$ cat src/rtl/fpa_mul.sv
// ----------------------------------------------------------------------------
// fpa_mul
// Two-stage magnitude multiplier: product, then round half away from zero,
// drop the fraction bits, apply the sign and saturate.
// ----------------------------------------------------------------------------
module fpa_mul #(
    parameter int EFF_BITS  = 32,
    parameter int FRAC_BITS = 8
) (
    input  logic                       i_clk,
    input  logic                       i_en,
    input  logic [EFF_BITS-1:0]        i_mag_a,
    input  logic [EFF_BITS-1:0]        i_mag_b,
    input  logic                       i_neg,
    output logic signed [EFF_BITS-1:0] o_value,
    output logic                       o_ovf
);

    localparam int PW = 2 * EFF_BITS;
    localparam logic [PW-1:0] HALF   = PW'(1) << (FRAC_BITS - 1);
    localparam logic [PW-1:0] LIM_P  = (PW'(1) << (EFF_BITS - 1)) - PW'(1);
    localparam logic [PW-1:0] LIM_N  = PW'(1) << (EFF_BITS - 1);
    localparam logic [EFF_BITS-1:0] WMAX = {1'b0, {(EFF_BITS-1){1'b1}}};
    localparam logic [EFF_BITS-1:0] WMIN = {1'b1, {(EFF_BITS-1){1'b0}}};

    logic [PW-1:0]       r_prod;
    logic                r_neg;
    logic [PW-1:0]       w_rnd;
    logic                w_ovf;
    logic [EFF_BITS-1:0] n_value;

    always_ff @(posedge i_clk) begin
        if (i_en) begin
            r_prod  <= PW'(i_mag_a) * PW'(i_mag_b);
            r_neg   <= i_neg;
            o_value <= n_value;
            o_ovf   <= w_ovf;
        end
    end

    always_comb begin
        w_rnd = (r_prod + HALF) >> FRAC_BITS;
        w_ovf = r_neg ? (w_rnd > LIM_N) : (w_rnd > LIM_P);
        if (w_ovf) begin
            n_value = r_neg ? WMIN : WMAX;
        end else if (r_neg) begin
            n_value = EFF_BITS'(0) - w_rnd[EFF_BITS-1:0];
        end else begin
            n_value = w_rnd[EFF_BITS-1:0];
        end
    end

endmodule

$ cat config.mk
export PLATFORM = sky130hd
export DESIGN_NAME = fpa_mul
export DESIGN_NICKNAME = d
export VERILOG_FILES = /design/src/rtl/fpa_mul.sv
export SDC_FILE = /design/constraint.sdc
export NUM_CORES = 2
export LEC_CHECK = 0
export ABC_AREA = 1
export BUFFER_PORTS_ARGS = -buffer_cell sky130_fd_sc_hd__buf_2
export CORE_MARGIN = 5
export CORE_UTILIZATION = 55
export CTS_CLUSTER_SIZE = 8
export DETAILED_ROUTE_END_ITERATION = 8
export PLACE_DENSITY = 0.7
export SLEW_MARGIN = 5
export SYNTH_ARGS = -nofsm -noshare
export SYNTH_HDL_FRONTEND = slang
export SYNTH_SLANG_ARGS = --single-unit
$ cat constraint.sdc
create_clock -name i_clk -period 10.2 [get_ports i_clk]
set_clock_uncertainty 0.15 [all_clocks]
set_input_delay 2.04 -clock i_clk [delete_from_list [all_inputs] [get_ports i_clk]]
set_output_delay 2.04 -clock i_clk [all_outputs]
set_load 0.005 [all_outputs]
==> flow_summary.json <==
{
  "outcome": "complete, no violations",
  "arrival_ns": 9.62,
  "grt_overflow": 0,
  "async_flop_share_pct": 0,
  "path_class": "in2reg",
  "postCtsSetupBuffers": 0,
  "drt_iter0_markers": 2402,
  "cp_top_family": "adder cells",
  "wl_per_cell_um": 17.5,
  "drt-total-wl_um": 114000,
  "initial_utilization_pct": 55.6,
  "core_um2": 74600,
  "dieArea_um2": 81000,
  "drcViolationCount": 0,
  "grt_start_max_net_pins": 59,
  "cts-resized-gates": 0,
  "critPathMaxStageDelay_ns": 0.68,
  "seq_area_frac_synth_pct": 6.59,
  "io_pins": 100,
  "avgSynthCellArea_um2": 7.46,
  "synth_edf_count": 91,
  "clock.fmax_mhz": 103,
  "finalNonFillerCells": 6504,
  "holdWs_ns": 0.753,
  "cts_root_buf": "clkbuf_16",
  "start_kind": "input pin",
  "dp_hpwl_um": 97900,
  "synth_top_cell_area_share_pct": 43.2,
  "ys_ff_latch": 91,
  "die_h_um": 285,
  "yosysMostFrequentCell": "inv_1",
  "clkLatencyLatePin_ns": 0.36,
  "critPathMaxFanout": 32,
  "synth_area_um2": 41500,
  "max-slew-margin-rel_pct": 30.0,
  "slew_violations": 0,
  "cts_hold_buf": 0,
  "final.period_utilization_pct": 94.8,
  "final-hold-violation-count": 0,
  "first_global_vias": 36200,
  "nNetsFinal": 6750,
  "yosysWarnings": 0,
  "crit_buf_inv": 5,
  "drv_cap": 0,
  "postLayoutSetupSlackWorst_ns": 0.529,
  "crit_top_cell": "fa_1",
  "synth_top_cell_by_area": "fa_1",
  "grt_pass1_wl_um": 189000,
  "yosysUniqueCellTypes": 42,
  "period_needed_ns": 9.67,
  "worst_pin_slew_ns": 1.05,
  "die_width_um": 285,
  "finalSetupTns_ns": 0,
  "path_depth": 22,
  "synthToLayoutAreaGrowth_pct": 4.14,
  "cts_buffers": 9,
  "crit_slowest_cell": "buf_2",
  "track_usage_pct": 29.0,
  "hold_class": "reg2reg",
  "clockBufferDepth": 2,
  "ant_nets": 0,
  "dp_cells": 6483,
  "rsz0062_at_grt": "false",
  "htreeDepth": 3,
  "syn_inst": 5557,
  "crit_path_cell_trace": "buf_2 > nand2_1 > fa_1 > fa_1 > fa_1 > fa_1 > inv_1 > fa_1 > fa_1 > fa_1 > inv_1 > fa_1 > inv_1 > ha_1 > nand2_1 > nor2_1 > inv_1 > nor4_1 > nand3_1 > nand3_1 > a21oi_1 > xor2_1",
  "rows": 100,
  "antenna_found_initial": 7,
  "first_pass_iters": 6,
  "synthFlopType": "edfxtp_1",
  "vias": 33500,
  "cts_tree": "yes",
  "setup_violations": 0,
  "hold-path-cell-count": 3,
  "synth_common_cells": "1,736 x inv_1, 1,552 x nand2_1, 895 x fa_1, 270 x nor2_1, 263 x ha_1",
  "port_buffers": 99,
  "drive_gt1_share_pct": 4.01,
  "yosys-top-cells-area": "fa_1 43%, inv_1 16%, nand2_1 14%, ha_1 7.9%, edfxtp_1 6.6%",
  "place_congestion": 0.980,
  "cts.sink_count": 91,
  "critPathRequiredTime_ns": 10.15,
  "cts.clk_slew.worst_paths_ns": 0.07,
  "dp_slack_ns": 0.276,
  "post_drt_via_cell_ratio": 5.15,
  "ff2ff_path_depth": 12,
  "end_kind": "register",
  "syn_nets": 6782
}
layer usage:
layer | GRT usage (%) | part of all wire (%)
met5 | 0 | 0
met4 | 10.6 | 4.3
met3 | 3.90 | 7.3
met2 | 49.6 | 48
met1 | 37.9 | 40
worst register-to-register path: cells and delay by family (launching register included):
family	cells	cell delay, ns
fa+ha+maj	1	0.39
simple gates	9	2.19
flops	1	0.45
compound gates	1	0.21
xor+xnor	1	0.12
state kept, by name (all words and copies together), names as in the netlist:
| signal | cells |
|---|---|
| r_prod | 57 |
| o_value | 32 |
| o_ovf | 1 |
| r_neg | 1 |
worst paths after layout:
check	from	slack (ns)	to
worst min-delay path	r_prod[8]	0.75	o_value[0]
worst min register to register	r_prod[8]	0.75	o_value[0]
worst max-delay path	i_mag_a[21]	0.53	r_prod[60]
worst max register to register	r_prod[7]	6.39	o_value[0]
metrics by stage:
stage	util, %	cell area [um2]
final	57.9	43200
after global routing	57.9	43200
after global placement	57.5	42900
after detailed placement	57.5	42900
after floorplan	-	41500
after CTS	57.9	43200
placed cells by master, fill, tap and decap left out, types with 57 or more instances in the layout:
cell      instances
a21oi_1         101
buf_2            98
buf_4            61
edfxtp_1         91
fa_1            895
ha_1            263
inv_1          1736
nand2_1        1552
nand3_1         116
nor2_1          270
xor2_1           57
cell families (layout without fill, tap and decap cells):
family | after synthesis | after routing | synth area share [%]
XOR/XNOR | 77 | 77 | 1.63
adder cells (fa/ha/maj) | 1158 | 1158 | 51.1
buffers and inverters | 1946 | 1919 | 17.7
other | 0 | 5 | 0
flip-flops | 91 | 91 | 6.59
AO/OA/AOI/OAI | 236 | 236 | 3.19
AND/OR/NAND/NOR | 2049 | 2049 | 19.8
area by class of cell:
type	instances	area [um2]
sequential	91	2730
fill	7034	31400
tap	969	1210
clock buffer	9	225
clock inverter	7	98.8
inverter	1744	6550
antenna	5	12.5
multi-input combinational	3520	31400
timing repair buffer	159	948
Power is not shown: default switching activity piles up to over one toggle a cycle in this logic, so the estimate is an artifact.
